### config.mk
export PLATFORM = sky130hd
export DESIGN_NAME = ready_queue_with_search_delete_unit
export DESIGN_NICKNAME = d
export VERILOG_FILES = /design/src/rtl/rqsd_pkg.sv /design/src/rtl/rqsd_ram.sv /design/src/rtl/rqsd_ctrl.sv /design/src/rtl/rqsd_dpath.sv /design/src/rtl/ready_queue_with_search_delete_unit.sv
export SDC_FILE = /design/constraint.sdc
export NUM_CORES = 1
export LEC_CHECK = 0
export BUFFER_PORTS_ARGS = -buffer_cell sky130_fd_sc_hd__buf_2
export CAP_MARGIN = 20
export CORE_MARGIN = 2
export CORE_UTILIZATION = 56
export DETAILED_ROUTE_END_ITERATION = 10
export HOLD_SLACK_MARGIN = 0.02
export PLACE_DENSITY = 0.79
export RECOVER_POWER = 50
export SLEW_MARGIN = 25
export SYNTH_ARGS = -nofsm -noshare
export SYNTH_HDL_FRONTEND = slang
export SYNTH_SLANG_ARGS = --single-unit
### constraint.sdc
create_clock -name clock -period 3.4 [get_ports clock]
set_input_delay 0.68 -clock clock [delete_from_list [all_inputs] [get_ports clock]]
set_output_delay 0.68 -clock clock [all_outputs]
set_load 0.1 [all_outputs]
### src/rtl/rqsd_pkg.sv
// Shared types, constants and helpers for the ready queue with search and delete.
package rqsd_pkg;

   // Queue geometry
   localparam int DEPTH    = 16;
   localparam int ID_WIDTH = 16;
   localparam int IDX_W    = $clog2(DEPTH);
   localparam int CNT_W    = $clog2(DEPTH + 1);

   // Fixed field widths of the transfer payloads
   localparam int CMD_W     = 3;
   localparam int ITEM_ID_W = 16;
   localparam int STATUS_W  = 2;
   localparam int OCC_W     = 5;

   // Command codes
   localparam logic [CMD_W-1:0] CMD_PUSH   = 3'd0;
   localparam logic [CMD_W-1:0] CMD_POP    = 3'd1;
   localparam logic [CMD_W-1:0] CMD_PEEK   = 3'd2;
   localparam logic [CMD_W-1:0] CMD_QUERY  = 3'd3;
   localparam logic [CMD_W-1:0] CMD_REMOVE = 3'd4;

   // Result status codes
   localparam logic [STATUS_W-1:0] ST_OK   = 2'd0;
   localparam logic [STATUS_W-1:0] ST_MISS = 2'd1;
   localparam logic [STATUS_W-1:0] ST_FULL = 2'd2;

   typedef logic [ID_WIDTH-1:0] id_type;
   typedef logic [IDX_W-1:0]    idx_type;
   typedef logic [CNT_W-1:0]    cnt_type;

   typedef struct packed {
      logic [CMD_W-1:0]     cmd;
      logic [ITEM_ID_W-1:0] item_id;
   } req_type;

   typedef struct packed {
      logic [STATUS_W-1:0]  status;
      logic [ITEM_ID_W-1:0] out_id;
      logic [OCC_W-1:0]     occupancy;
   } rsp_type;

   // Commands from the controller to the datapath
   typedef struct packed {
      logic                latch;      // capture the request id
      logic                push_wr;    // append the request id
      logic                rd_head;    // read the oldest entry
      logic                pop_adv;    // drop the oldest entry
      logic                srch_start; // begin search at the newest entry
      logic                srch_step;  // advance search by one entry
      logic                sh_start;   // begin closing the gap at the hit
      logic                sh_step;    // advance the gap close by one entry
      logic                sh_finish;  // drop the removed entry from the count
      logic                rsp_load;   // load the result register
      logic [STATUS_W-1:0] rsp_status;
      logic                rsp_data;   // return the read entry as out_id
   } ctl_type;

   // Status from the datapath to the controller
   typedef struct packed {
      logic empty;
      logic full;
      logic srch_hit;
      logic srch_miss;
      logic sh_done;
   } sts_type;

   // Map the 16-bit id field onto the stored id width
   function automatic id_type to_id(logic [ITEM_ID_W-1:0] f);
      logic [63:0] w;
      w = 64'(f);
      return w[ID_WIDTH-1:0];
   endfunction

   // Map a stored id back onto the 16-bit id field
   function automatic logic [ITEM_ID_W-1:0] from_id(id_type v);
      logic [63:0] w;
      w = 64'(v);
      return w[ITEM_ID_W-1:0];
   endfunction

endpackage

### src/rtl/rqsd_ram.sv
// Generic single-write, single-read RAM with registered read data.
module rqsd_ram #(
   parameter int WIDTH = 16,
   parameter int DEPTH = 16
) (
   input  logic                     clock,
   input  logic                     wr_en,
   input  logic [$clog2(DEPTH)-1:0] wr_addr,
   input  logic [WIDTH-1:0]         wr_data,
   input  logic [$clog2(DEPTH)-1:0] rd_addr,
   output logic [WIDTH-1:0]         rd_data
);

   logic [WIDTH-1:0] mem_ff [DEPTH];
   logic [WIDTH-1:0] rd_data_ff;

   // Write port
   always_ff @(posedge clock) begin
      if (wr_en) begin
         mem_ff[wr_addr] <= wr_data;
      end
   end

   // Registered read port
   always_ff @(posedge clock) begin
      rd_data_ff <= mem_ff[rd_addr];
   end

   assign rd_data = rd_data_ff;

endmodule

### src/rtl/rqsd_ctrl.sv
// Controller state machine sequencing each queue command.
module rqsd_ctrl import rqsd_pkg::*; (
   input  logic             clock,
   input  logic             reset,
   input  logic             start,
   input  logic [CMD_W-1:0] cmd,
   input  sts_type          sts,
   output ctl_type          ctl,
   output logic             busy
);

   typedef enum logic [1:0] {
      S_IDLE,
      S_OLD,
      S_SEARCH,
      S_SHIFT
   } state_type;

   state_type state_ff, state_in;
   logic      is_pop_ff, is_pop_in;
   logic      is_remove_ff, is_remove_in;

   // Decode the next step from state, request and datapath status
   always_comb begin
      ctl          = '0;
      state_in     = state_ff;
      is_pop_in    = is_pop_ff;
      is_remove_in = is_remove_ff;
      unique case (state_ff)
         S_IDLE: begin
            if (start) begin
               ctl.latch = 1'b1;
               unique case (cmd)
                  CMD_PUSH: begin
                     ctl.rsp_load = 1'b1;
                     if (sts.full) begin
                        ctl.rsp_status = ST_FULL;
                     end else begin
                        ctl.push_wr    = 1'b1;
                        ctl.rsp_status = ST_OK;
                     end
                  end
                  CMD_POP, CMD_PEEK: begin
                     if (sts.empty) begin
                        ctl.rsp_load   = 1'b1;
                        ctl.rsp_status = ST_MISS;
                     end else begin
                        ctl.rd_head = 1'b1;
                        is_pop_in   = (cmd == CMD_POP);
                        state_in    = S_OLD;
                     end
                  end
                  CMD_QUERY, CMD_REMOVE: begin
                     if (sts.empty) begin
                        ctl.rsp_load   = 1'b1;
                        ctl.rsp_status = ST_MISS;
                     end else begin
                        ctl.srch_start = 1'b1;
                        is_remove_in   = (cmd == CMD_REMOVE);
                        state_in       = S_SEARCH;
                     end
                  end
                  default: begin
                     ctl.rsp_load   = 1'b1;
                     ctl.rsp_status = ST_OK;
                  end
               endcase
            end
         end
         S_OLD: begin
            ctl.rsp_load   = 1'b1;
            ctl.rsp_status = ST_OK;
            ctl.rsp_data   = 1'b1;
            ctl.pop_adv    = is_pop_ff;
            state_in       = S_IDLE;
         end
         S_SEARCH: begin
            ctl.srch_step = 1'b1;
            priority if (sts.srch_hit) begin
               if (is_remove_ff) begin
                  ctl.sh_start = 1'b1;
                  state_in     = S_SHIFT;
               end else begin
                  ctl.rsp_load   = 1'b1;
                  ctl.rsp_status = ST_OK;
                  state_in       = S_IDLE;
               end
            end else if (sts.srch_miss) begin
               ctl.rsp_load   = 1'b1;
               ctl.rsp_status = ST_MISS;
               state_in       = S_IDLE;
            end
         end
         S_SHIFT: begin
            ctl.sh_step = 1'b1;
            if (sts.sh_done) begin
               ctl.sh_finish  = 1'b1;
               ctl.rsp_load   = 1'b1;
               ctl.rsp_status = ST_OK;
               state_in       = S_IDLE;
            end
         end
         default: begin
            state_in = S_IDLE;
         end
      endcase
   end

   // Hold state and command flags
   always_ff @(posedge clock) begin
      if (reset) begin
         state_ff     <= S_IDLE;
         is_pop_ff    <= 1'b0;
         is_remove_ff <= 1'b0;
      end else begin
         state_ff     <= state_in;
         is_pop_ff    <= is_pop_in;
         is_remove_ff <= is_remove_in;
      end
   end

   assign busy = (state_ff != S_IDLE);

endmodule

### src/rtl/rqsd_dpath.sv
// Datapath: circular slot store, pointers, search and gap-close sequencing, result register.
module rqsd_dpath import rqsd_pkg::*; (
   input  logic    clock,
   input  logic    reset,
   input  req_type req,
   input  ctl_type ctl,
   output sts_type sts,
   output logic    rsp_valid,
   output rsp_type rsp
);

   typedef logic [CNT_W:0] sum_type;

   idx_type head_ff, head_in;
   cnt_type cnt_ff, cnt_in;
   id_type  id_ff;

   cnt_type srch_idx_ff, srch_idx_in;
   logic    srch_more_ff, srch_more_in;
   logic    srch_pend_ff, srch_pend_in;
   cnt_type pend_idx_ff, pend_idx_in;

   cnt_type sh_rd_ff, sh_rd_in;
   cnt_type sh_wr_ff, sh_wr_in;
   logic    sh_pend_ff, sh_pend_in;

   logic    rsp_valid_ff;
   rsp_type rsp_ff, rsp_in;

   logic    wr_en;
   idx_type wr_addr;
   id_type  wr_data;
   idx_type rd_addr;
   id_type  rd_data;

   // Physical slot of the entry at a given age rank above the oldest
   function automatic idx_type phys(idx_type base, cnt_type k);
      sum_type s;
      s = sum_type'(base) + sum_type'(k);
      if (s >= sum_type'(DEPTH)) begin
         s = s - sum_type'(DEPTH);
      end
      return s[IDX_W-1:0];
   endfunction

   rqsd_ram #(
      .WIDTH(ID_WIDTH),
      .DEPTH(DEPTH)
   ) u_slots (
      .clock  (clock),
      .wr_en  (wr_en),
      .wr_addr(wr_addr),
      .wr_data(wr_data),
      .rd_addr(rd_addr),
      .rd_data(rd_data)
   );

   // Select the read address
   always_comb begin
      priority if (ctl.rd_head) begin
         rd_addr = head_ff;
      end else if (ctl.sh_step) begin
         rd_addr = phys(head_ff, sh_rd_ff);
      end else begin
         rd_addr = phys(head_ff, srch_idx_ff);
      end
   end

   // Select the write: append on push, move down while closing a gap
   always_comb begin
      wr_en   = 1'b0;
      wr_addr = phys(head_ff, cnt_ff);
      wr_data = to_id(req.item_id);
      priority if (ctl.push_wr) begin
         wr_en = 1'b1;
      end else if (ctl.sh_step && sh_pend_ff) begin
         wr_en   = 1'b1;
         wr_addr = phys(head_ff, sh_wr_ff);
         wr_data = rd_data;
      end
   end

   // Advance head pointer and fill count
   always_comb begin
      head_in = head_ff;
      cnt_in  = cnt_ff;
      if (ctl.pop_adv) begin
         head_in = (head_ff == idx_type'(DEPTH - 1)) ? '0 : head_ff + idx_type'(1);
      end
      priority if (ctl.push_wr) begin
         cnt_in = cnt_ff + cnt_type'(1);
      end else if (ctl.pop_adv || ctl.sh_finish) begin
         cnt_in = cnt_ff - cnt_type'(1);
      end
   end

   // Search from newest to oldest, one read issued per cycle
   always_comb begin
      srch_idx_in  = srch_idx_ff;
      srch_more_in = srch_more_ff;
      srch_pend_in = 1'b0;
      pend_idx_in  = pend_idx_ff;
      if (ctl.srch_start) begin
         srch_idx_in  = cnt_ff - cnt_type'(1);
         srch_more_in = 1'b1;
      end else if (ctl.srch_step && srch_more_ff) begin
         srch_pend_in = 1'b1;
         pend_idx_in  = srch_idx_ff;
         srch_more_in = (srch_idx_ff != '0);
         srch_idx_in  = srch_idx_ff - cnt_type'(1);
      end
   end

   // Close the gap: read the entry above, write it one place down once its read data returns
   always_comb begin
      sh_rd_in   = sh_rd_ff;
      sh_wr_in   = sh_wr_ff;
      sh_pend_in = 1'b0;
      if (ctl.sh_start) begin
         sh_rd_in = pend_idx_ff + cnt_type'(1);
      end else if (ctl.sh_step && (sh_rd_ff < cnt_ff)) begin
         sh_pend_in = 1'b1;
         sh_wr_in   = sh_rd_ff - cnt_type'(1);
         sh_rd_in   = sh_rd_ff + cnt_type'(1);
      end
   end

   // Status toward the controller
   always_comb begin
      sts.empty     = (cnt_ff == '0);
      sts.full      = (cnt_ff == cnt_type'(DEPTH));
      sts.srch_hit  = srch_pend_ff && (rd_data == id_ff);
      sts.srch_miss = srch_pend_ff && (rd_data != id_ff) && (pend_idx_ff == '0);
      sts.sh_done   = (sh_rd_ff >= cnt_ff) && !sh_pend_ff;
   end

   // Build the result
   always_comb begin
      rsp_in.status    = ctl.rsp_status;
      rsp_in.out_id    = ctl.rsp_data ? from_id(rd_data) : '0;
      rsp_in.occupancy = OCC_W'(cnt_in);
   end

   // Control registers
   always_ff @(posedge clock) begin
      if (reset) begin
         head_ff      <= '0;
         cnt_ff       <= '0;
         srch_more_ff <= 1'b0;
         srch_pend_ff <= 1'b0;
         sh_pend_ff   <= 1'b0;
         rsp_valid_ff <= 1'b0;
      end else begin
         head_ff      <= head_in;
         cnt_ff       <= cnt_in;
         srch_more_ff <= srch_more_in;
         srch_pend_ff <= srch_pend_in;
         sh_pend_ff   <= sh_pend_in;
         rsp_valid_ff <= ctl.rsp_load;
      end
   end

   // Payload registers
   always_ff @(posedge clock) begin
      if (ctl.latch) begin
         id_ff <= to_id(req.item_id);
      end
      srch_idx_ff <= srch_idx_in;
      pend_idx_ff <= pend_idx_in;
      sh_rd_ff    <= sh_rd_in;
      sh_wr_ff    <= sh_wr_in;
      if (ctl.rsp_load) begin
         rsp_ff <= rsp_in;
      end
   end

   assign rsp_valid = rsp_valid_ff;
   assign rsp       = rsp_ff;

endmodule

### src/rtl/ready_queue_with_search_delete_unit.sv
// Top level of the ready queue with search and delete.
//
// A command is taken when start is high and busy is low; its single result appears on
// rsp_item for exactly one cycle, flagged by rsp_valid, and must be captured then, since
// the receiver cannot stall it. Push, any command on an empty queue and unused codes
// answer in the cycle after the transfer and leave busy low. Pop and peek answer after
// one registered read of the slot RAM. Query scans from the newest entry
// toward the oldest through the single RAM read port, one entry per cycle, and
// answers on the first match or, after the oldest entry, with a miss. Remove then
// closes the gap, moving each newer entry one place down once its read data returns.
// Entries live in a circular RAM, so pop needs no data movement.
module ready_queue_with_search_delete_unit import rqsd_pkg::*; (
   input  logic    clock,
   input  logic    reset,
   input  logic    start,
   output logic    busy,
   input  req_type req_item,
   output logic    rsp_valid,
   output rsp_type rsp_item
);

   ctl_type ctl;
   sts_type sts;

   rqsd_ctrl u_ctrl (
      .clock(clock),
      .reset(reset),
      .start(start),
      .cmd  (req_item.cmd),
      .sts  (sts),
      .ctl  (ctl),
      .busy (busy)
   );

   rqsd_dpath u_dpath (
      .clock    (clock),
      .reset    (reset),
      .req      (req_item),
      .ctl      (ctl),
      .sts      (sts),
      .rsp_valid(rsp_valid),
      .rsp      (rsp_item)
   );

endmodule
# ---- Word-level counts from Yosys, hierarchy flattened
# Memories as Yosys holds them, arrays and structs flattened. A register that Yosys moved wholly into a read port is not among the register bits.
# Index checks and enable logic that the tools add are counted.
dict set report totals {
  ramBits 256
  register_bits 76
  output_inout_bits 25
  word_cells 144
  memories 1
}
dict set report op_classes {
  n_bitwise 3
  reduce_logical 27
  n_addsub 15
  eq_ne 17
  order_cmp 6
  n_mux 58
}
# memory depth word_bits read_ports rd_ports_with_merged_regs wr line_no
set memory_table {}
lappend memory_table {u_dpath.u_slots.mem_ff 16 16 1 1 1 rqsd_ram.sv:14} ;# logic [WIDTH-1:0] mem_ff [DEPTH];
# cell n
set ops {}
lappend ops {{two-way mux 4 bit} 10}
lappend ops {{two-way mux 16 bit} 2}
lappend ops {{two-way mux 5 bit} 6}
lappend ops {{adder 4 x 5 -> 6 bit} 4}
lappend ops {{>= comparator 6 x 5 -> 1 bit, second input constant} 4}
lappend ops {{two-way mux 3 bit} 7}
lappend ops {{two-way mux 2 bit} 10}
lappend ops {{two-way mux 1 bit} 19}
lappend ops {{equality test 16 bit} 1}
lappend ops {{!= test 16 bit} 1}
lappend ops {{subtractor 4 x 1 -> 4 bit, second input constant} 4}
lappend ops {{adder 5 x 1 -> 5 bit, second input constant} 3}
lappend ops {{subtractor 5 x 1 -> 5 bit, second input constant} 3}
lappend ops {{!= test 3 bit, second input constant} 4}
lappend ops {{case mux 3 bit (4 select lines)} 1}
lappend ops {{zero test 5 bit} 2}
lappend ops {{case mux 2 bit (4 select lines)} 1}
lappend ops {{AND reduction 4 bit} 2}
lappend ops {{OR reduction 2 bit} 4}
lappend ops {{logical AND 1 bit} 7}
lappend ops {{equality test 3 x 2 -> 1 bit, second input constant} 2}
lappend ops {{case mux 3 bit (2 select lines)} 1}
lappend ops {{AND reduction 6 bit} 1}
lappend ops {{nonzero test 2 bit} 3}
lappend ops {{other kinds (19)} 24}

# ---- Logic depth before layout (Yosys ltp)
# Gate-level depths: netlist (run 1).
dict set report depth {
  word_depth 9
  depth_mapped 17
  ltp_nobuf 13
}

# ---- Hierarchy
# Synthesis (run 1) repeated with hierarchy kept, for this count alone.
dict set report unflattened {
  hier_cells 842
  hier_area_um2 14327.5
}
# module n_inst area_each_um2 cells_each
set by_module_without_submodules {}
lappend by_module_without_submodules {rqsd_ram 1 10042.1 432}
lappend by_module_without_submodules {rqsd_dpath 1 3838.7 351}
lappend by_module_without_submodules {rqsd_ctrl 1 446.7 59}

# ---- Least setup slack after synthesis (run 1)
# Ideal clock, no wire load.
dict set report synth_timing {
  path_kind {register to register}
  from {reg u_dpath.head_ff[1]}
  to {reg u_dpath.u_slots.rd_data_ff[3] (netlist: u_dpath.u_slots.rd_data[3]) (read register of u_dpath.u_slots.mem_ff)}
  path_stages_with_launch 14
  t_arrival_ps 3152
  period_less_slack_ps 3272
  t_required_ps 3280
  slack_ps 128
  setup_ps 120
  path_cell_list {dfxtp_1 > buf_2 > clkbuf_1 > inv_1 > fa_1 > xor2_1 > and2_1 > clkbuf_1 > clkbuf_1 > a22oi_1 > o22a_1 > nand4_1 > o21ai_1 > a211o_1}
}
dict set report synth_via {
  elab_chain_cells 5
}
# element line_no
set synth_lines {}
lappend synth_lines {{start, declared} rqsd_dpath.sv:14} ;# idx_type head_ff, head_in;
lappend synth_lines {{start signal, assigned} rqsd_dpath.sv:154} ;# head_ff <= head_in;
lappend synth_lines {{adder 4 x 5 -> 6 bit} rqsd_dpath.sv:39} ;# s = sum_type'(base) + sum_type'(k);
lappend synth_lines {{>= comparator 6 x 5 -> 1 bit or subtractor 4 x 1 -> 4 bit (tied branches)} {rqsd_dpath.sv:40, rqsd_dpath.sv:41}}
lappend synth_lines {{two-way mux 4 bit} rqsd_dpath.sv:40} ;# if (s >= sum_type'(DEPTH)) begin
lappend synth_lines {{two-way mux 4 bit} rqsd_dpath.sv:62} ;# end else if (ctl.sh_step) begin
lappend synth_lines {{two-way mux 4 bit *} rqsd_dpath.sv:60} ;# priority if (ctl.rd_head) begin
lappend synth_lines {{end, declared} rqsd_ram.sv:15} ;# logic [WIDTH-1:0] rd_data_ff;
# Every way passes the cells marked *; elsewhere a longest branch is shown, timed or not.
# A chain may end at the register's enable or synchronous reset.

# ---- Final worst setup path (run 1)
dict set report layout_timing {
  from {reg u_ctrl.state_ff[0]}
  to {reg u_dpath.u_slots.rd_data_ff[13] (netlist: u_dpath.u_slots.rd_data[13]) (read register of u_dpath.u_slots.mem_ff)}
}
dict set report layout_via {
  elab_chain_cells 4
}
# element line_no
set layout_lines {}
lappend layout_lines {{start, declared} rqsd_ctrl.sv:19} ;# state_type state_ff, state_in;
lappend layout_lines {{start signal, assigned} rqsd_ctrl.sv:116} ;# state_ff <= state_in;
lappend layout_lines {{equality test 2 bit} rqsd_ctrl.sv:29} ;# unique case (state_ff)
lappend layout_lines {{two-way mux 2 bit} rqsd_ctrl.sv:29}
lappend layout_lines {{two-way mux 4 bit} rqsd_dpath.sv:62}
lappend layout_lines {{two-way mux 4 bit *} rqsd_dpath.sv:60}
# Marks and branches as above.

==> results.sh, run 1 <==
export IMPL_synth_most_common_cell="edfxtp_1"
export IMPL_num_io_pins=47
export IMPL_synth_ff_type="edfxtp_1"
export IMPL_cpPeakStageDelay_ns=0.43
export IMPL_nets=1252
export IMPL_synth_nets=1188
export IMPL_outcome="finished clean"
export IMPL_postPlaceCellArea_um2=17200
export IMPL_first_pass_iters=6
export IMPL_finalCoreUtilization_pct=63.7
export IMPL_initialDrtViolationCount=1203
export IMPL_period_needed_ns=3.24
export IMPL_cts_setup_buffers=0
export IMPL_gp_congestion=0.871
export IMPL_dpl_hpwl_mm=25.5
export IMPL_ys_seq_area_share_pct=61.9
export IMPL_overflow=0
export IMPL_synth_top_area_share_pct=57.9
export IMPL_synth_edff_count=314
export IMPL_crit_family="compound AO/OA/AOI/OAI gates"
export IMPL_multi_input_area_um2=5800
export IMPL_crit_arrival_ns=3.65
export IMPL_cap_violations=0
export IMPL_synth_area_leader_cell="edfxtp_1"
export IMPL_fillCellCount=1990
export IMPL_drtAntennaViolNets=0
export IMPL_cts_num_sinks=347
export IMPL_ys_types=56
export IMPL_avgRoutedWirePerCell_um=24.8
export IMPL_setup_viol=0
export IMPL_cts_resized=0
export IMPL_clk_insertion_delay_late_ns=0.54
export IMPL_skew_ns=0.0134
export IMPL_grt_max_degree=63
export IMPL_areaGrowthSynthToFinish_pct=12.3
export IMPL_hold_buffers=0
export IMPL_ys_top_cells_by_area="edfxtp_1, mux2i_1, mux4_2"
export IMPL_yosysWarnings=0
export IMPL_crit_path_cell_trace="nand2_1 -> o21ai_1 -> ha_4 -> inv_1 -> fa_1 -> xor2_1 -> and2_1 -> buf_12 -> a22oi_1 -> o22a_1 -> nand4_1 -> o21ai_1 -> a211o_1"
export IMPL_htree_levels=2
export IMPL_antenna_found_initial=0
export IMPL_cts_clk_slew_worst_paths_ns=0.06
export IMPL_core_area_um2=28700
export IMPL_mappedNetlistArea_um2=16300
export IMPL_viasPerCell=6.60
export IMPL_fmax_mhz=309
export IMPL_end_kind="register"
export IMPL_tns_ns=0
export IMPL_die_w_um=175
export IMPL_drive_above_1_share_pct=12.4
export IMPL_cts_made_buffers=37
export IMPL_die_area_um2=30500
export IMPL_fin_crit_sh_pct=95.2
export IMPL_hold_viol_final=0
export IMPL_grt_pass1_wl_mm=61.5
export IMPL_root_buffer="clkbuf_16"
export IMPL_cts_buffer_depth=3
export IMPL_cpMaxStageDelayCell="fa_1"
export IMPL_synth_commonest_cells="edfxtp_1, mux2i_1, nor2_1"
export IMPL_regArea_um2=10100
export IMPL_slew_headroom_pct=18.6
export IMPL_placementRows=62
export IMPL_slew_violations=0
export IMPL_crit_fanout=32
export IMPL_required_ns=3.81
export IMPL_initial_core_util_pct=56.8
export IMPL_critPathLaunchType="register"
export IMPL_postSynth_asyncResetShare_pct=0
export IMPL_num_antenna_cells=0
export IMPL_postSynthAreaPerCell_um2=14.3
export IMPL_io_buffer_count=46
export IMPL_critPathBufInv=2
export IMPL_critPathKind="register to register"
export IMPL_drc=0
export IMPL_powerDensity_nw_per_um2=500
export IMPL_vias=10700
export IMPL_routed_wl_mm=40.0
export IMPL_die_h_um=175
export IMPL_synth_seq_cells=347
export IMPL_power_leakage_nw=6.24
export IMPL_syn_inst=1141
export IMPL_ir_drop_v=0.000395
export IMPL_tritoncts="done"
export IMPL_rsz0062_at_grt="false"
export IMPL_grt_usage_pct=26.4
export IMPL_crit_path_frequent_cell="o21ai_1"
export IMPL_worst_pin_slew_ns=1.23
export IMPL_hold_path_class="input pin to register"
export IMPL_first_global_vias=10400
export IMPL_postLayoutCellArea_um2=18300
[worst register-to-register path: cells and delay by family (launching register included)]
family,cells,cell delay [ns]
xor+xnor,1,0.24
compound gates,5,1.05
fa+ha+maj,2,0.60
simple gates,3,0.61
buf+inv,2,0.28
flops,1,0.34
[power by group]
part / switching (W) / leakage (nW) / total (W) / internal, W
logic: 0.000445 / 2.53 / 0.000558 / 0.000113
registers: 0.0000293 / 3.14 / 0.00474 / 0.00471
clock network: 0.00164 / 0.566 / 0.00384 / 0.00220
total: 0.00211 / 6.24 / 0.00914 / 0.00703
[area by class of cell]
class	count	share of cell area [%]
clock buffers	53	5.61
clock inverters	14	0.684
inverters	19	0.390
multi-input cells	701	31.7
flip-flops and latches	347	55.2
well taps	384	2.63
repair buffers	99	3.82
[final timing paths]
kind | start | cells after the start | endpoint | slack, ns
setup / recovery | u_ctrl.state_ff[0] | 13 | u_dpath.u_slots.rd_data[13] | 0.16
hold / removal | req_item[10] | 1 | u_dpath.id_ff[10] | 0.34
setup reg to reg | u_ctrl.state_ff[0] | 13 | u_dpath.u_slots.rd_data[13] | 0.16
hold reg to reg | u_dpath.srch_more_ff | 2 | u_dpath.srch_pend_ff | 0.50
[placed cells by master, fill, tap and decap left out, types with 7 or more instances in the layout]
master	instances
xor2_1	11
inv_1	19
a21o_1	7
o22a_1	14
nand4_1	19
and2_0	9
clkbuf_16	38
a21oi_1	18
nand2_1	31
xnor2_1	33
a211o_1	11
o21ai_0	18
dfxtp_1	31
o22ai_1	17
nand3_1	46
nor2_1	51
buf_2	7
buf_12	11
and2_1	10
o21ai_1	26
o2111ai_1	31
buf_4	37
mux4_2	32
clkbuf_1	57
mux2_1	16
ha_1	21
nor3_1	18
nor2b_1	11
edfxtp_1	314
nand3b_1	32
a22oi_1	34
mux2i_1	132
[metrics by stage]
stage | instances | worst slack [ns] | power, W | hold slack, ns
CTS | 1617 | 0.0727 | 0.00918 | 0.326
finish | 1617 | 0.164 | 0.00914 | 0.338
floorplan | 1141 | 0.128 | 0.00524 | 0.447
detailed placement | 1550 | 0.130 | 0.00540 | 0.482
global route | 1617 | 0.00902 | 0.00937 | 0.329
global placement | 1550 | 0.0652 | 0.00539 | 0.471
[per-layer routing]
layer | track usage, % | part of all wire, %
met5 | 0 | 0
met3 | 4.46 | 9.9
met1 | 37.8 | 41
met2 | 41.4 | 46
met4 | 8.96 | 2.6
[registers in the layout, summed over array words and instances (netlist names)]
| register | cells |
|---|---|
| u_dpath.u_slots.rd_data | 16 |
| u_dpath.cnt_ff | 5 |
| u_ctrl.is_pop_ff | 1 |
| u_dpath.srch_idx_ff | 5 |
| u_dpath.sh_pend_ff | 1 |
| u_dpath.id_ff | 16 |
| u_dpath.sh_wr_ff | 4 |
| u_dpath.srch_pend_ff | 1 |
| u_dpath.rsp | 23 |
| u_ctrl.state_ff | 2 |
| u_dpath.u_slots.mem_ff | 256 |
| u_dpath.sh_rd_ff | 5 |
| u_dpath.rsp_valid | 1 |
| u_dpath.srch_more_ff | 1 |
| u_ctrl.is_remove_ff | 1 |
| u_dpath.pend_idx_ff | 5 |
| u_dpath.head_ff | 4 |
[cells by family (layout without fill, tap and decap cells)]
logic type	Yosys count	in the layout	share of synthesized area, %
multiplexers	184	184	13.9
flip-flops	347	347	61.9
buffers and inverters	93	185	2.68
AND/OR/NAND/NOR	245	245	8.10
AO/OA/AOI/OAI	203	203	8.95
adder cells (fa/ha/maj)	25	25	2.06
XOR/XNOR	44	44	2.37
Power figures use the tool's default switching activity.
==> inputs of run 2 (changes only) <==
--- a/config.mk
+++ b/config.mk
@@ -12,7 +12,7 @@
 export DETAILED_ROUTE_END_ITERATION = 10
 export HOLD_SLACK_MARGIN = 0.02
 export PLACE_DENSITY = 0.79
-export RECOVER_POWER = 50
+export RECOVER_POWER = 100
 export SLEW_MARGIN = 25
 export SYNTH_ARGS = -nofsm -noshare
 export SYNTH_HDL_FRONTEND = slang
==> results.sh, run 2 (same netlist as run 1, synthesis figures left out) <==
export IMPL_outcome="finished clean"
export IMPL_crit_arrival_ns=3.69
export IMPL_cts_setup_buffers=0
export IMPL_cts_num_sinks=347
export IMPL_drtAntennaViolNets=0
export IMPL_cts_clk_slew_worst_paths_ns=0.06
export IMPL_hold_path_class="input pin to register"
export IMPL_r2r_cells=12
export IMPL_powerDensity_nw_per_um2=502
export IMPL_cts_made_buffers=37
export IMPL_avgRoutedWirePerCell_um=24.7
export IMPL_worst_pin_slew_ns=1.23
export IMPL_vias=10700
export IMPL_p_int_w=0.00703
export IMPL_clk_insertion_delay_late_ns=0.54
export IMPL_tns_ns=0
export IMPL_overflow=0
export IMPL_hold_path_depth=1
export IMPL_slew_violations=0
export IMPL_grt_max_degree=63
export IMPL_die_h_um=175
export IMPL_first_global_vias=10400
export IMPL_crit_fanout=32
export IMPL_worstReg2RegStart="u_ctrl.state_ff[0]"
export IMPL_nets=1252
export IMPL_crit_path_end="u_dpath.u_slots.rd_data[12]"
export IMPL_grt_pass1_wl_mm=61.5
export IMPL_required_ns=3.82
export IMPL_areaGrowthSynthToFinish_pct=11.9
export IMPL_comb_power_share_pct=6.1
export IMPL_worstReg2RegEnd="u_dpath.u_slots.rd_data[12]"
export IMPL_cap_violations=0
export IMPL_dpl_hpwl_mm=25.5
export IMPL_first_pass_iters=7
export IMPL_die_area_um2=30500
export IMPL_cts_buffer_depth=3
export IMPL_final_cells=1617
export IMPL_slew_headroom_pct=18.6
export IMPL_antenna_found_initial=0
export IMPL_worstSetupStartpoint="u_ctrl.state_ff[0]"
export IMPL_placementRows=62
export IMPL_largest_register_ffs=256
export IMPL_p_switching_w=0.00212
export IMPL_final_cell_mix="edfxtp_1, mux2i_1, clkbuf_1"
export IMPL_power_leakage_nw=6.20
export IMPL_num_antenna_cells=0
export IMPL_tritoncts="done"
export IMPL_grt_usage_pct=26.4
export IMPL_regMostFlops="u_dpath.u_slots.mem_ff"
export IMPL_drive_above_1_share_pct=11.8
export IMPL_period_needed_ns=3.27
export IMPL_rsz0062_at_grt="false"
export IMPL_fmax_mhz=306
export IMPL_hold_viol_final=0
export IMPL_routed_wl_mm=40.0
export IMPL_initial_core_util_pct=56.8
export IMPL_num_io_pins=47
export IMPL_critPathKind="register to register"
export IMPL_cpMaxStageDelayCell="fa_1"
export IMPL_viasPerCell=6.59
export IMPL_initialDrtViolationCount=1196
export IMPL_io_buffer_count=46
export IMPL_ff2ff_setup_slack_ns=0.13
export IMPL_critPathLaunchType="register"
export IMPL_setup_viol=0
export IMPL_skew_ns=0.0146
export IMPL_htree_levels=2
export IMPL_cts_resized=0
export IMPL_switching_share_pct=23.2
export IMPL_end_kind="register"
export IMPL_layout_commonest_cell="edfxtp_1"
export IMPL_clkPwrFrac_pct=42.1
export IMPL_root_buffer="clkbuf_16"
export IMPL_gp_congestion=0.871
export IMPL_drc=0
export IMPL_die_w_um=175
export IMPL_placedCellCount=1550
export IMPL_hold_buffers=0
export IMPL_core_area_um2=28700
export IMPL_cpPeakStageDelay_ns=0.43
export IMPL_fin_crit_sh_pct=96.1
export IMPL_seqPwrFrac_pct=51.9
export IMPL_ir_drop_v=0.000398
export IMPL_crit_path_cell_trace="nand2_1 -> o21ai_1 -> ha_4 -> inv_1 -> fa_1 -> xor2_1 -> and2_1 -> buf_12 -> a22oi_1 -> o22ai_1 -> o21ai_0 -> a211o_1"
[run 2: changes by cell type in the layout (fill, tap and decap cells not counted), sizes merged]
cell    change
buf        -22
clkbuf     +22
[run 2: worst min path at each step]
stage                              start                   end
floorplan           u_dpath.srch_more_ff  u_dpath.srch_pend_ff
global placement    u_dpath.srch_more_ff  u_dpath.srch_pend_ff
detailed placement  u_dpath.srch_more_ff  u_dpath.srch_pend_ff
CTS                         req_item[10]     u_dpath.id_ff[10]
global route                req_item[10]     u_dpath.id_ff[10]
finish                      req_item[10]     u_dpath.id_ff[10]
[run 2: layout make-up]
cell class                 instances  area [µm²]
clock inverter                    14         125
tap                              384         480
multi-input combinational        701        5790
timing repair buffer              99         639
fill                            2006       10500
clock buffer                      53        1030
sequential                       347       10100
inverter                          19        71.3
[run 2: power groups by stage]
stage	clock network, W	logic, W	registers (W)
floorplan	0	0.000202	0.00504
global placement	0	0.000560	0.00483
detailed placement	0	0.000567	0.00483
CTS	0.00387	0.000569	0.00474
global route	0.00404	0.000581	0.00475
finish	0.00385	0.000555	0.00474
[run 2: worst max-delay path: cells and delay by family, from the launching register on]
kind,cells,cell delay [ns]
flops,1,0.34
compound gates,5,1.25
fa+ha+maj,2,0.60
simple gates,2,0.41
xor+xnor,1,0.24
buf+inv,2,0.29
[run 2: metrics by stage]
| step | power (W) | cell area [µm²] | hold slack, ns | util (%) | setup WS, ns |
|---|---|---|---|---|---|
| final | 0.00915 | 18200 | 0.336 | 63.5 | 0.134 |
| after global routing | 0.00937 | 18200 | 0.329 | 63.5 | 0.00886 |
| after CTS | 0.00918 | 18400 | 0.326 | 64.0 | 0.0727 |
| after detailed placement | 0.00540 | 17200 | 0.482 | 60.0 | 0.130 |
| after global placement | 0.00539 | 17200 | 0.471 | 59.9 | 0.0652 |
| after floorplan | 0.00524 | 16300 | 0.447 | - | 0.128 |
[run 2: routing by layer]
layer,part of all wire [%],track usage [%],vias to the layer above
met4,2.8,8.96,0
met5,0,0,-
met2,46,41.4,658
met3,10,4.46,95
li1,-,-,4643
met1,41,37.8,5259
==> inputs of run 3 (changes only) <==
--- a/config.mk
+++ b/config.mk
@@ -8,11 +8,11 @@
 export BUFFER_PORTS_ARGS = -buffer_cell sky130_fd_sc_hd__buf_2
 export CAP_MARGIN = 20
 export CORE_MARGIN = 2
-export CORE_UTILIZATION = 56
+export CORE_UTILIZATION = 58
+export CTS_BUF_LIST = sky130_fd_sc_hd__clkbuf_8
 export DETAILED_ROUTE_END_ITERATION = 10
 export HOLD_SLACK_MARGIN = 0.02
-export PLACE_DENSITY = 0.79
-export RECOVER_POWER = 100
+export PLACE_DENSITY = 0.81
 export SLEW_MARGIN = 25
 export SYNTH_ARGS = -nofsm -noshare
 export SYNTH_HDL_FRONTEND = slang
==> constraint.sdc (replaced) <==
create_clock -name clock -period 3.4 [get_ports clock]
set_input_delay 0.85 -clock clock [delete_from_list [all_inputs] [get_ports clock]]
set_output_delay 0.85 -clock clock [all_outputs]
set_load 0.1 [all_outputs]
==> results.sh, run 3 (same netlist as run 1, synthesis figures left out) <==
export IMPL_tns_ns=0
export IMPL_num_antenna_cells=0
export IMPL_placedCellCount=1544
export IMPL_cts_made_buffers=55
export IMPL_cts_num_sinks=347
export IMPL_power_leakage_nw=6.43
export IMPL_powerDensity_nw_per_um2=486
export IMPL_initialDrtViolationCount=1302
export IMPL_end_kind="register"
export IMPL_setup_viol=0
export IMPL_avgRoutedWirePerCell_um=23.8
export IMPL_finalCoreUtilization_pct=66.0
export IMPL_worstSetupStartpoint="u_ctrl.state_ff[0]"
export IMPL_core_area_um2=27700
export IMPL_die_area_um2=29400
export IMPL_root_buffer="clkbuf_8"
export IMPL_hold_viol_final=0
export IMPL_die_w_um=172
export IMPL_cts_setup_buffers=0
export IMPL_num_io_pins=47
export IMPL_htree_levels=2
export IMPL_first_global_vias=10300
export IMPL_r2r_cells=10
export IMPL_drtAntennaViolNets=0
export IMPL_largest_register_ffs=256
export IMPL_die_h_um=172
export IMPL_grt_max_degree=69
export IMPL_antenna_found_initial=0
export IMPL_vias=10600
export IMPL_hold_path_class="input pin to register"
export IMPL_critPathLaunchType="register"
export IMPL_period_needed_ns=3.28
export IMPL_dpl_hpwl_mm=25.0
export IMPL_initial_core_util_pct=58.8
export IMPL_ff2ff_setup_slack_ns=0.12
export IMPL_crit_fanout=15
export IMPL_viasPerCell=6.48
export IMPL_drc=0
export IMPL_regMostFlops="u_dpath.u_slots.mem_ff"
export IMPL_fin_crit_sh_pct=96.4
export IMPL_crit_arrival_ns=3.74
export IMPL_rsz0062_at_grt="false"
export IMPL_worstReg2RegStart="u_ctrl.state_ff[0]"
export IMPL_cts_clk_slew_worst_paths_ns=0.07
export IMPL_setup_ws_ns=0.123
export IMPL_worst_pin_slew_ns=0.848
export IMPL_fmax_mhz=305
export IMPL_routed_wl_mm=39.1
export IMPL_cts_buffer_depth=3
export IMPL_critPathKind="register to register"
export IMPL_outcome="finished clean"
export IMPL_crit_path_end="u_dpath.u_slots.rd_data[4]"
export IMPL_final_cell_mix="edfxtp_1, mux2i_1, clkbuf_8"
export IMPL_first_pass_iters=5
export IMPL_worstReg2RegEnd="u_dpath.u_slots.rd_data[4]"
export IMPL_overflow=0
export IMPL_grt_pass1_wl_mm=59.0
export IMPL_slew_headroom_pct=43.0
export IMPL_slew_violations=0
export IMPL_gp_congestion=0.865
export IMPL_areaGrowthSynthToFinish_pct=12.2
export IMPL_cap_violations=0
export IMPL_cts_resized=0
export IMPL_whs_ns=0.442
export IMPL_drive_above_1_share_pct=18.8
export IMPL_grt_usage_pct=26.8
export IMPL_clk_insertion_delay_late_ns=0.61
export IMPL_hold_buffers=0
export IMPL_io_buffer_count=46
export IMPL_ir_drop_v=0.000329
export IMPL_layout_commonest_cell="edfxtp_1"
export IMPL_place_ws_ns=0.141
export IMPL_final_cells=1641
export IMPL_skew_ns=0.0480
export IMPL_nets=1270
export IMPL_tritoncts="done"
export IMPL_required_ns=3.87
export IMPL_placementRows=61
[run 3: cell count changes in the layout (fill, tap and decap cells not counted), sizes merged]
cell,delta
clkinvlp,+4
inv,+17
bufinv,+3
buf,+66
clkbuf,-60
[run 3: metrics by stage]
stage | area, µm² | total power, W
3_3_place_gp | 17200 | 0.00538
5_1_grt | 18300 | 0.00912
6_report | 18300 | 0.00888
2_1_floorplan | 16300 | 0.00524
4_1_cts | 18300 | 0.00891
3_5_place_dp | 17200 | 0.00539
[run 3: metal layers]
| metal | share of wire [%] | global-route usage [%] |
|---|---|---|
| met1 | 40 | 37.4 |
| met2 | 46 | 42.5 |
| met3 | 11 | 5.36 |
| met4 | 2.9 | 8.62 |
| met5 | 0 | 0 |
[run 3: worst min-delay path by stage]
stage,start,endpoint,slack [ns],depth (start not counted)
6_report,req_item[11],u_dpath.id_ff[11],0.44,1
3_3_place_gp,u_dpath.srch_more_ff,u_dpath.srch_more_ff,0.47,2
5_1_grt,req_item[2],u_dpath.id_ff[2],0.42,1
4_1_cts,req_item[11],u_dpath.id_ff[11],0.42,1
3_5_place_dp,u_dpath.srch_more_ff,u_dpath.srch_pend_ff,0.47,2
2_1_floorplan,u_dpath.srch_more_ff,u_dpath.srch_pend_ff,0.45,2
[run 3: layout make-up]
| class | count | area [µm²] |
|---|---|---|
| flip-flops and latches | 347 | 10100 |
| fillers | 1934 | 9430 |
| multi-input cells | 701 | 5790 |
| clock buffers | 59 | 812 |
| repair buffers | 99 | 741 |
| well taps | 378 | 473 |
| clock inverters | 38 | 297 |
| inverters | 19 | 71.3 |
[run 3: power by group]
part           total (W)  leakage, nW  switching [W]  internal (W)
clock network    0.00357        0.623        0.00165       0.00192
registers        0.00474         3.14      0.0000277       0.00471
logic           0.000570         2.67       0.000441      0.000129
total            0.00888         6.43        0.00212       0.00676
[run 3: critical path, stage by stage (launching register included)]
cell     delay (ns)
dfxtp_1        0.32
nand2_1        0.20
buf_4          0.18
mux2_2         0.34
ha_1           0.35
a21oi_1        0.18
xnor2_1        0.15
or3_1          0.68
nand2_1        0.24
nor2_1         0.08
a221o_1        0.42
